$ cat src/bba_pkg.sv
// Shared types, constants and helpers for the buddy block allocator.
`default_nettype none
package bba_pkg;

  localparam int POOL_BYTES      = 1024;
  localparam int MIN_BLOCK_BYTES = 16;
  localparam int NUM_UNITS       = POOL_BYTES / MIN_BLOCK_BYTES;
  localparam int UNIT_W          = $clog2(NUM_UNITS);
  localparam int TOP_ORDER       = UNIT_W;
  localparam int NUM_ORDERS      = TOP_ORDER + 1;
  localparam int ORD_W           = 3;
  localparam int MIN_SHIFT       = $clog2(MIN_BLOCK_BYTES);
  localparam int OFF_W           = 10;
  localparam int SIZE_W          = 11;
  localparam int ROW_W           = NUM_UNITS;

  localparam logic [1:0] ST_OK        = 2'd0;
  localparam logic [1:0] ST_NO_FREE   = 2'd1;
  localparam logic [1:0] ST_BAD_SIZE  = 2'd2;
  localparam logic [1:0] ST_NOT_ALLOC = 2'd3;

  localparam logic OP_ALLOC = 1'b0;
  localparam logic OP_FREE  = 1'b1;

  typedef struct packed {
    logic              opcode;
    logic [SIZE_W-1:0] request_bytes;
    logic [OFF_W-1:0]  block_offset;
  } bba_in_t;

  typedef struct packed {
    logic [1:0]        status;
    logic [OFF_W-1:0]  granted_offset;
    logic [ORD_W-1:0]  granted_order;
    logic [SIZE_W-1:0] used_bytes;
    logic [SIZE_W-1:0] peak_used_bytes;
  } bba_out_t;

  typedef struct packed {
    logic             rd_en;
    logic [ORD_W-1:0] rd_addr;
    logic             wr_en;
    logic [ORD_W-1:0] wr_addr;
    logic [ROW_W-1:0] wr_data;
  } map_req_t;

  typedef struct packed {
    logic             taken;
    logic [ORD_W-1:0] order;
  } slot_t;

  typedef struct packed {
    logic              rd_en;
    logic [UNIT_W-1:0] rd_addr;
    logic              wr_en;
    logic [UNIT_W-1:0] wr_addr;
    slot_t             wr_data;
  } ord_req_t;

  function automatic logic [ORD_W-1:0] need_order(input logic [SIZE_W-1:0] size);
    logic [ORD_W-1:0] n;
    n = ORD_W'(TOP_ORDER);
    for (int k = TOP_ORDER; k >= 0; k--) begin
      if ((SIZE_W'(MIN_BLOCK_BYTES) << k) >= size) n = ORD_W'(k);
    end
    return n;
  endfunction

  function automatic logic [UNIT_W-1:0] lowest_set(input logic [ROW_W-1:0] row);
    logic [UNIT_W-1:0] idx;
    idx = '0;
    for (int i = ROW_W - 1; i >= 0; i--) begin
      if (row[i]) idx = UNIT_W'(i);
    end
    return idx;
  endfunction

endpackage
`default_nettype wire

$ cat src/buddy_block_allocator.sv
// Top level: binary buddy allocator controller over the free map and order memories.
//
// Usage:
//   Input channel in_valid / in_stall / in_data carries one request item:
//   allocate (request_bytes) or free (block_offset). The result channel
//   out_valid / out_stall / out_data returns exactly one item per request:
//   status, offset, order, bytes in use and peak bytes in use.
//   One request is worked at a time. An allocate searches the free map
//   upward from the needed order and splits the block found down to it; a
//   bad size or no free block goes straight to the result. A free reads the
//   slot's order and merges with each free buddy up toward the top order; a
//   misaligned offset or an unallocated slot ends it with status not allocated.
//   The next request is accepted once the result is registered. Every search step
//   reads one row of the free map, and every split and merge rewrites one row.
//   in_stall is high while a request is being worked. The result sits in an
//   output register; if out_stall holds it, the next finished result waits
//   in the controller until the register empties.
//   Reset (rst_n low, synchronous) makes the whole pool one free block and
//   clears the byte counters; a clearing pass over every slot of the order memory
//   then marks no slot allocated, with in_stall high.
`default_nettype none
module buddy_block_allocator (
  input  wire logic              clk,
  input  wire logic              rst_n,
  input  wire logic              in_valid,
  output logic                   in_stall,
  input  wire bba_pkg::bba_in_t  in_data,
  output logic                   out_valid,
  input  wire logic              out_stall,
  output bba_pkg::bba_out_t      out_data
);
  import bba_pkg::*;

  localparam logic [3:0] S_IDLE   = 4'd0;
  localparam logic [3:0] S_DEC    = 4'd1;
  localparam logic [3:0] S_SRCH   = 4'd2;
  localparam logic [3:0] S_SPLWR  = 4'd3;
  localparam logic [3:0] S_SPLCHK = 4'd4;
  localparam logic [3:0] S_FORD   = 4'd5;
  localparam logic [3:0] S_MERGE  = 4'd6;
  localparam logic [3:0] S_OUT    = 4'd7;
  localparam logic [3:0] S_CLR    = 4'd8;

  logic [3:0]        state_r, state_nxt;
  bba_in_t           req_r;
  logic [ORD_W-1:0]  need_r, need_nxt;
  logic [ORD_W-1:0]  k_r, k_nxt;
  logic [UNIT_W-1:0] p_r, p_nxt;
  logic [ROW_W-1:0]  row_r, row_nxt;
  logic [ORD_W-1:0]  ford_r, ford_nxt;
  logic [UNIT_W-1:0] clr_r, clr_nxt;
  logic [SIZE_W-1:0] used_r, used_nxt, peak_r, peak_nxt;
  logic [1:0]        rst_r, rst_nxt;
  logic [OFF_W-1:0]  roff_r, roff_nxt;
  logic [ORD_W-1:0]  rord_r, rord_nxt;
  logic              out_valid_r;
  bba_out_t          out_data_r;

  map_req_t          mreq;
  ord_req_t          oreq;
  logic [ROW_W-1:0]  map_row;
  slot_t             ord_rd;

  logic [UNIT_W-1:0] unit;
  logic [ROW_W-1:0]  rowx, bit_p, bit_b;
  logic [SIZE_W-1:0] blk_sz;
  logic [UNIT_W-1:0] fp;
  logic [ORD_W-1:0]  nord;

  bba_map_mem u_map (.clk(clk), .rst_n(rst_n), .req(mreq), .rd_row(map_row));
  bba_ord_mem u_ord (.clk(clk), .req(oreq), .rd_slot(ord_rd));

  assign unit     = req_r.block_offset[OFF_W-1:MIN_SHIFT];
  assign in_stall = (state_r != S_IDLE);
  assign out_valid = out_valid_r;
  assign out_data  = out_data_r;

  always_comb begin
    state_nxt = state_r;
    need_nxt  = need_r;
    k_nxt     = k_r;
    p_nxt     = p_r;
    row_nxt   = row_r;
    ford_nxt  = ford_r;
    clr_nxt   = clr_r;
    used_nxt  = used_r;
    peak_nxt  = peak_r;
    rst_nxt   = rst_r;
    roff_nxt  = roff_r;
    rord_nxt  = rord_r;
    mreq      = '0;
    oreq      = '0;
    bit_p     = ROW_W'(1) << p_r;
    bit_b     = ROW_W'(1) << (p_r ^ UNIT_W'(1));
    rowx      = map_row | bit_p;
    blk_sz    = SIZE_W'(MIN_BLOCK_BYTES) << k_r;
    fp        = unit >> ord_rd.order;
    nord      = need_order(req_r.request_bytes);
    unique case (state_r)
      S_CLR: begin
        oreq.wr_en   = 1'b1;
        oreq.wr_addr = clr_r;
        oreq.wr_data = '0;
        clr_nxt      = clr_r + 1'b1;
        if (clr_r == '1) state_nxt = S_IDLE;
      end
      S_IDLE: begin
        if (in_valid) state_nxt = S_DEC;
      end
      S_DEC: begin
        roff_nxt = '0;
        rord_nxt = '0;
        if (req_r.opcode == OP_ALLOC) begin
          if (req_r.request_bytes == '0 ||
              req_r.request_bytes > SIZE_W'(POOL_BYTES)) begin
            rst_nxt   = ST_BAD_SIZE;
            state_nxt = S_OUT;
          end else begin
            need_nxt     = nord;
            k_nxt        = nord;
            mreq.rd_en   = 1'b1;
            mreq.rd_addr = nord;
            state_nxt    = S_SRCH;
          end
        end else if (req_r.block_offset[MIN_SHIFT-1:0] != '0) begin
          rst_nxt   = ST_NOT_ALLOC;
          state_nxt = S_OUT;
        end else begin
          oreq.rd_en   = 1'b1;
          oreq.rd_addr = unit;
          state_nxt    = S_FORD;
        end
      end
      S_SRCH: begin
        if (map_row != '0) begin
          row_nxt   = map_row;
          p_nxt     = lowest_set(map_row);
          state_nxt = S_SPLWR;
        end else if (k_r == ORD_W'(TOP_ORDER)) begin
          rst_nxt   = ST_NO_FREE;
          state_nxt = S_OUT;
        end else begin
          mreq.rd_en   = 1'b1;
          mreq.rd_addr = k_r + 1'b1;
          k_nxt        = k_r + 1'b1;
        end
      end
      S_SPLWR: begin
        mreq.wr_en   = 1'b1;
        mreq.wr_addr = k_r;
        mreq.wr_data = row_r & ~bit_p;
        if (k_r == need_r) begin
          oreq.wr_en         = 1'b1;
          oreq.wr_addr       = UNIT_W'(p_r << k_r);
          oreq.wr_data.taken = 1'b1;
          oreq.wr_data.order = k_r;
          used_nxt     = used_r + blk_sz;
          if (used_r + blk_sz > peak_r) peak_nxt = used_r + blk_sz;
          rst_nxt      = ST_OK;
          roff_nxt     = {UNIT_W'(p_r << k_r), MIN_SHIFT'(0)};
          rord_nxt     = k_r;
          state_nxt    = S_OUT;
        end else begin
          mreq.rd_en   = 1'b1;
          mreq.rd_addr = k_r - 1'b1;
          state_nxt    = S_SPLCHK;
        end
      end
      S_SPLCHK: begin
        row_nxt   = map_row | (ROW_W'(1) << {p_r[UNIT_W-2:0], 1'b1});
        p_nxt     = {p_r[UNIT_W-2:0], 1'b0};
        k_nxt     = k_r - 1'b1;
        state_nxt = S_SPLWR;
      end
      S_FORD: begin
        if (!ord_rd.taken) begin
          rst_nxt   = ST_NOT_ALLOC;
          state_nxt = S_OUT;
        end else begin
          k_nxt              = ord_rd.order;
          ford_nxt           = ord_rd.order;
          p_nxt              = fp;
          oreq.wr_en         = 1'b1;
          oreq.wr_addr       = unit;
          oreq.wr_data.taken = 1'b0;
          oreq.wr_data.order = ord_rd.order;
          used_nxt = (used_r >= (SIZE_W'(MIN_BLOCK_BYTES) << ord_rd.order)) ?
                     used_r - (SIZE_W'(MIN_BLOCK_BYTES) << ord_rd.order) : '0;
          mreq.rd_en   = 1'b1;
          mreq.rd_addr = ord_rd.order;
          state_nxt    = S_MERGE;
        end
      end
      S_MERGE: begin
        mreq.wr_en   = 1'b1;
        mreq.wr_addr = k_r;
        if (k_r != ORD_W'(TOP_ORDER) && ((rowx & bit_b) != '0)) begin
          mreq.wr_data = rowx & ~bit_p & ~bit_b;
          mreq.rd_en   = 1'b1;
          mreq.rd_addr = k_r + 1'b1;
          k_nxt        = k_r + 1'b1;
          p_nxt        = p_r >> 1;
        end else begin
          mreq.wr_data = rowx;
          rst_nxt      = ST_OK;
          roff_nxt     = req_r.block_offset;
          rord_nxt     = ford_r;
          state_nxt    = S_OUT;
        end
      end
      S_OUT: begin
        if (!out_valid_r || !out_stall) state_nxt = S_IDLE;
      end
      default: state_nxt = S_IDLE;
    endcase
  end

  always_ff @(posedge clk) begin
    if (!rst_n) begin
      state_r     <= S_CLR;
      clr_r       <= '0;
      used_r      <= '0;
      peak_r      <= '0;
      out_valid_r <= 1'b0;
    end else begin
      state_r <= state_nxt;
      clr_r   <= clr_nxt;
      used_r  <= used_nxt;
      peak_r  <= peak_nxt;
      if (state_r == S_OUT && (!out_valid_r || !out_stall)) begin
        out_valid_r <= 1'b1;
      end else if (!out_stall) begin
        out_valid_r <= 1'b0;
      end
    end
  end

  always_ff @(posedge clk) begin
    if (state_r == S_IDLE && in_valid) req_r <= in_data;
    need_r <= need_nxt;
    k_r    <= k_nxt;
    p_r    <= p_nxt;
    row_r  <= row_nxt;
    ford_r <= ford_nxt;
    rst_r  <= rst_nxt;
    roff_r <= roff_nxt;
    rord_r <= rord_nxt;
    if (state_r == S_OUT && (!out_valid_r || !out_stall)) begin
      out_data_r.status          <= rst_r;
      out_data_r.granted_offset  <= roff_r;
      out_data_r.granted_order   <= rord_r;
      out_data_r.used_bytes      <= used_r;
      out_data_r.peak_used_bytes <= peak_r;
    end
  end

`ifndef SYNTH
  a_peak_ge_used: assert property (@(posedge clk) disable iff (!rst_n)
    peak_r >= used_r)
    else $error("peak below bytes in use");
  a_used_in_pool: assert property (@(posedge clk) disable iff (!rst_n)
    used_r <= SIZE_W'(POOL_BYTES))
    else $error("bytes in use exceed pool");
  a_out_from_out_state: assert property (@(posedge clk) disable iff (!rst_n)
    (out_valid_r && !$past(out_valid_r) && $past(rst_n)) |-> $past(state_r) == S_OUT)
    else $error("result issued outside output state");
`endif

endmodule
`default_nettype wire

$ cat src/bba_map_mem.sv
// Free map memory: one row of free bits per block order.
`default_nettype none
module bba_map_mem (
  input  wire logic                      clk,
  input  wire logic                      rst_n,
  input  wire bba_pkg::map_req_t         req,
  output logic [bba_pkg::ROW_W-1:0]      rd_row
);
  import bba_pkg::*;

  logic [ROW_W-1:0]      mem [NUM_ORDERS];
  logic [NUM_ORDERS-1:0] vld_r;
  logic [ROW_W-1:0]      rdata_r;
  logic                  rvld_r;
  logic [ORD_W-1:0]      raddr_r;

  always_ff @(posedge clk) begin
    if (req.wr_en) mem[req.wr_addr] <= req.wr_data;
    if (req.rd_en) begin
      rdata_r <= mem[req.rd_addr];
      raddr_r <= req.rd_addr;
    end
  end

  always_ff @(posedge clk) begin
    if (!rst_n) begin
      vld_r  <= '0;
      rvld_r <= 1'b0;
    end else begin
      if (req.wr_en) vld_r[req.wr_addr] <= 1'b1;
      if (req.rd_en) rvld_r <= vld_r[req.rd_addr];
    end
  end

  assign rd_row = rvld_r ? rdata_r :
                  ((raddr_r == ORD_W'(TOP_ORDER)) ? ROW_W'(1) : '0);

`ifndef SYNTH
  a_no_rw_clash: assert property (@(posedge clk) disable iff (!rst_n)
    !(req.rd_en && req.wr_en && req.rd_addr == req.wr_addr))
    else $error("free map read and write hit the same row");
`endif

endmodule
`default_nettype wire

$ cat src/bba_ord_mem.sv
// Order memory: taken flag and order of the allocated block starting at each slot.
`default_nettype none
module bba_ord_mem (
  input  wire logic                  clk,
  input  wire bba_pkg::ord_req_t     req,
  output bba_pkg::slot_t             rd_slot
);
  import bba_pkg::*;

  slot_t mem [NUM_UNITS];

  always_ff @(posedge clk) begin
    if (req.wr_en) mem[req.wr_addr] <= req.wr_data;
    if (req.rd_en) rd_slot <= mem[req.rd_addr];
  end

endmodule
`default_nettype wire
$ cat config.mk
export PLATFORM = sky130hd
export DESIGN_NAME = buddy_block_allocator
export DESIGN_NICKNAME = d
export VERILOG_FILES = /design/src/bba_pkg.sv /design/src/buddy_block_allocator.sv /design/src/bba_map_mem.sv /design/src/bba_ord_mem.sv
export SDC_FILE = /design/constraint.sdc
export NUM_CORES = 2
export LEC_CHECK = 0
export BUFFER_PORTS_ARGS = -buffer_cell sky130_fd_sc_hd__clkbuf_2
export CORE_MARGIN = 5
export CORE_UTILIZATION = 30
export CTS_BUF_LIST = sky130_fd_sc_hd__clkbuf_4 sky130_fd_sc_hd__clkbuf_8
export DETAILED_ROUTE_END_ITERATION = 10
export HOLD_SLACK_MARGIN = 0.02
export PLACE_DENSITY_LB_ADDON = 0.15
export RECOVER_POWER = 50
export SLEW_MARGIN = 15
export SYNTH_ARGS = -nofsm -noshare
export SYNTH_HDL_FRONTEND = slang
export SYNTH_HIERARCHICAL = 1
export SYNTH_SLANG_ARGS = --single-unit
$ cat constraint.sdc
create_clock -name clk -period 9.34 [get_ports clk]
set_clock_uncertainty 0.05 [all_clocks]
set_input_delay 1.868 -clock clk [delete_from_list [all_inputs] [get_ports clk]]
set_output_delay 1.868 -clock clk [all_outputs]
set_load 0.02 [all_outputs]
-- Word level (Yosys, flattened, before mapping)
Memory sizes are Yosys's and may differ from the RTL's. A register that Yosys moved wholly into a read port is not among the register bits.
Index checks and enable logic that the tools add are counted.
- register bits after elaboration: 197
- memory bits (writable): 704
- input port bits: 26
- output and inout bits: 39
- word-level logic and storage cells: 265
- memories kept: 2
- add/subtract/negate cells: 5
- $lt $le $gt $ge: 12
- eq/ne operators: 31
- shift-type cells: 7
- muxes and demuxes: 142
- bitwise gates (word level): 12
- reduce and logical (&&, ||, !) cells: 30
- memories (memory ; words ; width ; read ports ; clocked after Yosys merged registers in ; write ports ; RTL line ; RTL):
    u_map.mem ; 7 ; 64 ; 1 ; 1 ; 1 ; bba_map_mem.sv:11 ; logic [ROW_W-1:0] mem [NUM_ORDERS];
    u_ord.mem ; 64 ; 4 ; 1 ; 1 ; 1 ; bba_ord_mem.sv:10 ; slot_t mem [NUM_UNITS];
- operators with widths (kind ; number):
    $mux 6 ; 67
    $and 64x64->64 ; 4
    $mux 64 ; 3
    $shl 1x6->64 const A ; 3
    $pmux 68 s2 ; 1
    $not 64->64 ; 2
    $or 64x64->64 ; 2
    $pmux 64 s2 ; 1
    $reduce_bool 64->1 ; 2
    $mux 4 ; 14
    $mux 11 ; 5
    $mux 3 ; 13
    $pmux 4 s9 ; 1
    $pmux 11 s3 ; 1
    $pmux 10 s3 ; 1
    $ne 2x2->1 const B ; 13
    $mux 2 ; 12
    $pmux 6 s4 ; 1
    $pmux 11 s2 ; 1
    $shl 5x3->11 const A ; 2
    $mux 7 ; 3
    $mux 10 ; 2
    $pmux 4 s5 ; 1
    $eq 4x3->1 const B ; 4
    other kinds (49) ; 80

-- Depth between registers and ports, before layout
- depth in word-level cells: 69
- mapped depth: 19
- mapped depth without buffers: 17

-- Modules after synthesis
The synthesis kept the hierarchy.
- modules (own cells, without submodules) (module ; times used ; cells an instance ; area each (µm²) ; sequential area each (µm²)):
    bba_map_mem ; 1 ; 985 ; 19840.3 ; 15625.0
    buddy_block_allocator ; 1 ; 1247 ; 11441.0 ; 4854.7
    bba_ord_mem ; 1 ; 529 ; 10396.2 ; 7807.5

-- Worst setup path before layout
OpenSTA, ideal clock, no wires.
- path type: register to register
- start point: register state_r[0]
- end point: memory u_map/mem[1][0] (netlist bit), enable pin
- library setup time: 567 ps
- arrival time: 6227 ps
- data required time: 8723 ps
- setup slack: 2495 ps
- cell stages (with the launch flop): 10
- path buffers: 3
- period minus slack after synthesis: 6845 ps
- cell sequence: dfxtp_1 > clkbuf_1 > nor2_1 > and3_1 > clkbuf_1 > buf_1 > nor2_1 > nor2_1 > nand2_1 > nor3_1
- RTL lines (item ; RTL line ; RTL):
    from (decl) ; buddy_block_allocator.sv:44 ; logic [3:0] state_r, state_nxt;
    from (signal assigned) ; buddy_block_allocator.sv:226 ; state_r <= state_nxt;
    to (decl) ; bba_map_mem.sv:11 ;

==> results.cfg <==
[layout]
seq_area_um2 = 28300
drive_above_1_share_pct = 18.4
area_growth_pct = 12.6
multi_input_area_um2 = 12400
final_cells = 4786
design_area_um2 = 46900
fillers = 13411
final_nets = 2920

[worst_setup_path]
cp-end-kind = flip-flop
cp_max_fo = 66
rr_endpoint = u_map/rdata_r[45]$_DFFE_PP_
reg2reg_from = u_map/rvld_r$_SDFFE_PN0P_
rr_worst_depth = 13
cp.required_ps = 9880
startpoint_type = flip-flop
worstPathCellList = clkbuf_1 > and2_0 > mux2i_1 > o32ai_1 > a211oi_1 > o311ai_2 > nor4b_4 > a21oi_4 > a221oi_2 > o211ai_1 > buf_12 > mux4_2 > mux2_2
slowest_delay_ps = 2030
cp_num_buf_inv = 2
worstPathArrival_ps = 7870
ff2ff_setup_slack_ps = 2010
cpMaxStageDelayCell = clkbuf_1
critPathKind = flip-flop to flip-flop
path_delay_family = buffers and inverters

[timing]
slew-limit-headroom_pct = -122
min_period_over_period_pct = 78.5
hold_ws_ps = 346
fmax_mhz = 136
finalHoldViolCount = 0
tns_ps = 0
finalCriticalPeriod_ps = 7330
finalSetupViolCount = 0
final_max_slew_viol_count = 482
rsz0062_at_grt = no
worst_slew_pin_slew_ps = 3340

[yosys]
yosys.area.top_type = edfxtp_1
synth_edf_count = 920
synth_area_um2 = 41700
postSynthAreaPerCell_um2 = 15.1
synthCells = 2761
synth_ff_type = edfxtp_1
synth_area_leaders = edfxtp_1 66%, mux4_2 6.7%, mux2i_1 2.4%
synthArstFlopShare_pct = 0
yosysTopAreaCellShare_pct = 66.3
ys_seq_elements = 953
synth_warnings = 6
synth.distinct_cells = 101
ys_seq_area_share_pct = 67.9

[grt]
grt_pass1_vias = 25970
grt_pass1_wl_um = 179000
met1_usage_pct = 22.3
use_met3_pct = 2.94
grt-ovfl-total = 0
top_usage_layer = met2
grt_use_met2_pct = 26.7
grt_max_degree = 94
grt_antenna_before_repair = 5
grtUsageTotal_pct = 16.5

[route]
drc = 0
drtPass1Iterations = 9
wl_per_cell_um = 25.5
vias = 24813
drt-initial-drc-count = 2053
ant_nets = 0
post_drt_via_cell_ratio = 5.18
drt-total-wl_um = 122000

[hold_path]
holdPathEnd = out_data[34]$_DFFE_PP_
hold_class = flip-flop to flip-flop
hp-start = roff_r[9]$_SDFFCE_PP0P_
hold_depth = 0

[clock_network]
clk-insertion-delay-late_ps = 870
clock_sinks = 953
cts_made_buffers = 161
clkTransAtPathRegs_ps = 70
postCtsResizedCells = 0
post_cts_buffers = 0
ctsHoldBuffers = 0
htreeDepth = 4
cts.path.max_buffers = 3
tritoncts = done
cts_root_buf = clkbuf_8

[placement]
dpl_cell_area_um2 = 43900
dp_hpwl_um = 76200
post-place-cells = 4496
port_buffers = 56
gp_congestion = 0.898

[floorplan]
die-area_um2 = 146000
core_um2 = 138000
start_util_pct = 30.2
fp.dieW_um = 383
die_y_um = 383
io_pins = 65
rows = 136

[pwr]
finalPower_w = 0.00835
p_leak_nw = 12.8
power_density_nw_per_um2 = 178
ir_drop_mv = 0.119

[job]
cap_viol_max_count = 9

[outcome]
violations = capacitance limit, slew limit
status = finished with violations
## layer usage
layer / up-vias / wire length [um]
li1: 11039 / -
met1: 12764 / 54000
met2: 809 / 58000
met3: 201 / 6210
met4: 0 / 3690
met5: - / 0
## sequential cells by signal, summed over array words and instances (netlist names), 10 cells and up
signal,flops
req_r,22
u_map/rdata_r,64
u_map/mem,448
out_data,29
row_r,64
u_ord/mem,256
roff_r,10
## synth_stat cells, types with 26 or more instances
master / count
a21oi_1: 66
and2_1: 82
buf_2: 29
clkbuf_1: 104
dfxtp_1: 33
edfxtp_1: 920
ha_1: 28
inv_1: 41
mux2_2: 67
mux2i_1: 102
mux4_2: 124
nand2_1: 199
nand3_1: 32
nor2_1: 237
nor3_1: 36
nor4_1: 26
o211ai_1: 30
o21ai_0: 119
o22ai_1: 33
## worst max path at each step
stage | from | to | slack [ps] | cells after the start
final | u_map/rvld_r$_SDFFE_PN0P_ | u_map/rdata_r[45]$_DFFE_PP_ | 2010 | 13
after global routing | u_map/rvld_r$_SDFFE_PN0P_ | u_map/rdata_r[45]$_DFFE_PP_ | 1630 | 13
after CTS | p_r[2]$_DFFE_PP_ | u_map/rdata_r[45]$_DFFE_PP_ | 3550 | 12
after detailed placement | p_r[2]$_DFFE_PP_ | u_map/rdata_r[45]$_DFFE_PP_ | 3570 | 12
after global placement | u_map/rvld_r$_SDFFE_PN0P_ | u_map/rdata_r[36]$_DFFE_PP_ | 3630 | 13
after floorplan | state_r[0]$_SDFFE_PN0P_ | u_map/mem[1][0]$_DFFE_PP_ | 2500 | 9
## logic make-up after synthesis
| group | after synthesis | synth area share [%] |
|---|---|---|
| other | 1 | 0.00900 |
| DFF | 953 | 67.9 |
| buffers and inverters | 221 | 2.56 |
| adders and majority gates | 29 | 0.889 |
| and+or+nand+nor | 744 | 8.69 |
| AOI/OAI and AO/OA | 489 | 8.01 |
| muxes | 305 | 11.6 |
| xor gates and xnor gates | 19 | 0.399 |
## where the power goes
part	total (W)	internal (W)	switching, W	leakage, nW
combinational	0.0000470	0.0000145	0.0000325	3.96
sequential	0.00463	0.00462	0.00000278	7.19
clock	0.00368	0.00198	0.00170	1.63
total	0.00835	0.00662	0.00174	12.8
## through the flow
stage	worst slack (ps)	utilization, %
after floorplan	2500	-
after global placement	3630	31.9
after detailed placement	3570	31.9
after CTS	3550	34.1
after global routing	1630	34.0
final	2010	34.0
## cells in the final DEF (no fill, tap or decap), drive strengths merged, types with 33 or more instances in the layout
cell type,count
nor2,241
buf,45
a21oi,67
mux2,71
clkbuf,278
nor3,36
nand2,199
dfxtp,33
and2,83
o21ai,133
clkinv,57
edfxtp,920
mux4,132
inv,48
mux2i,102
o22ai,33
## area by class of cell
class / count / area share, %
Multi-Input combinational cell: 1594 / 26.5
Timing Repair Buffer: 110 / 1.37
Clock inverter: 71 / 1.01
Sequential cell: 953 / 60.3
Inverter: 45 / 0.360
Tap cell: 1794 / 4.78
Antenna cell: 6 / 0.0320
Clock buffer: 213 / 5.63
Power figures use the tool's default switching activity.
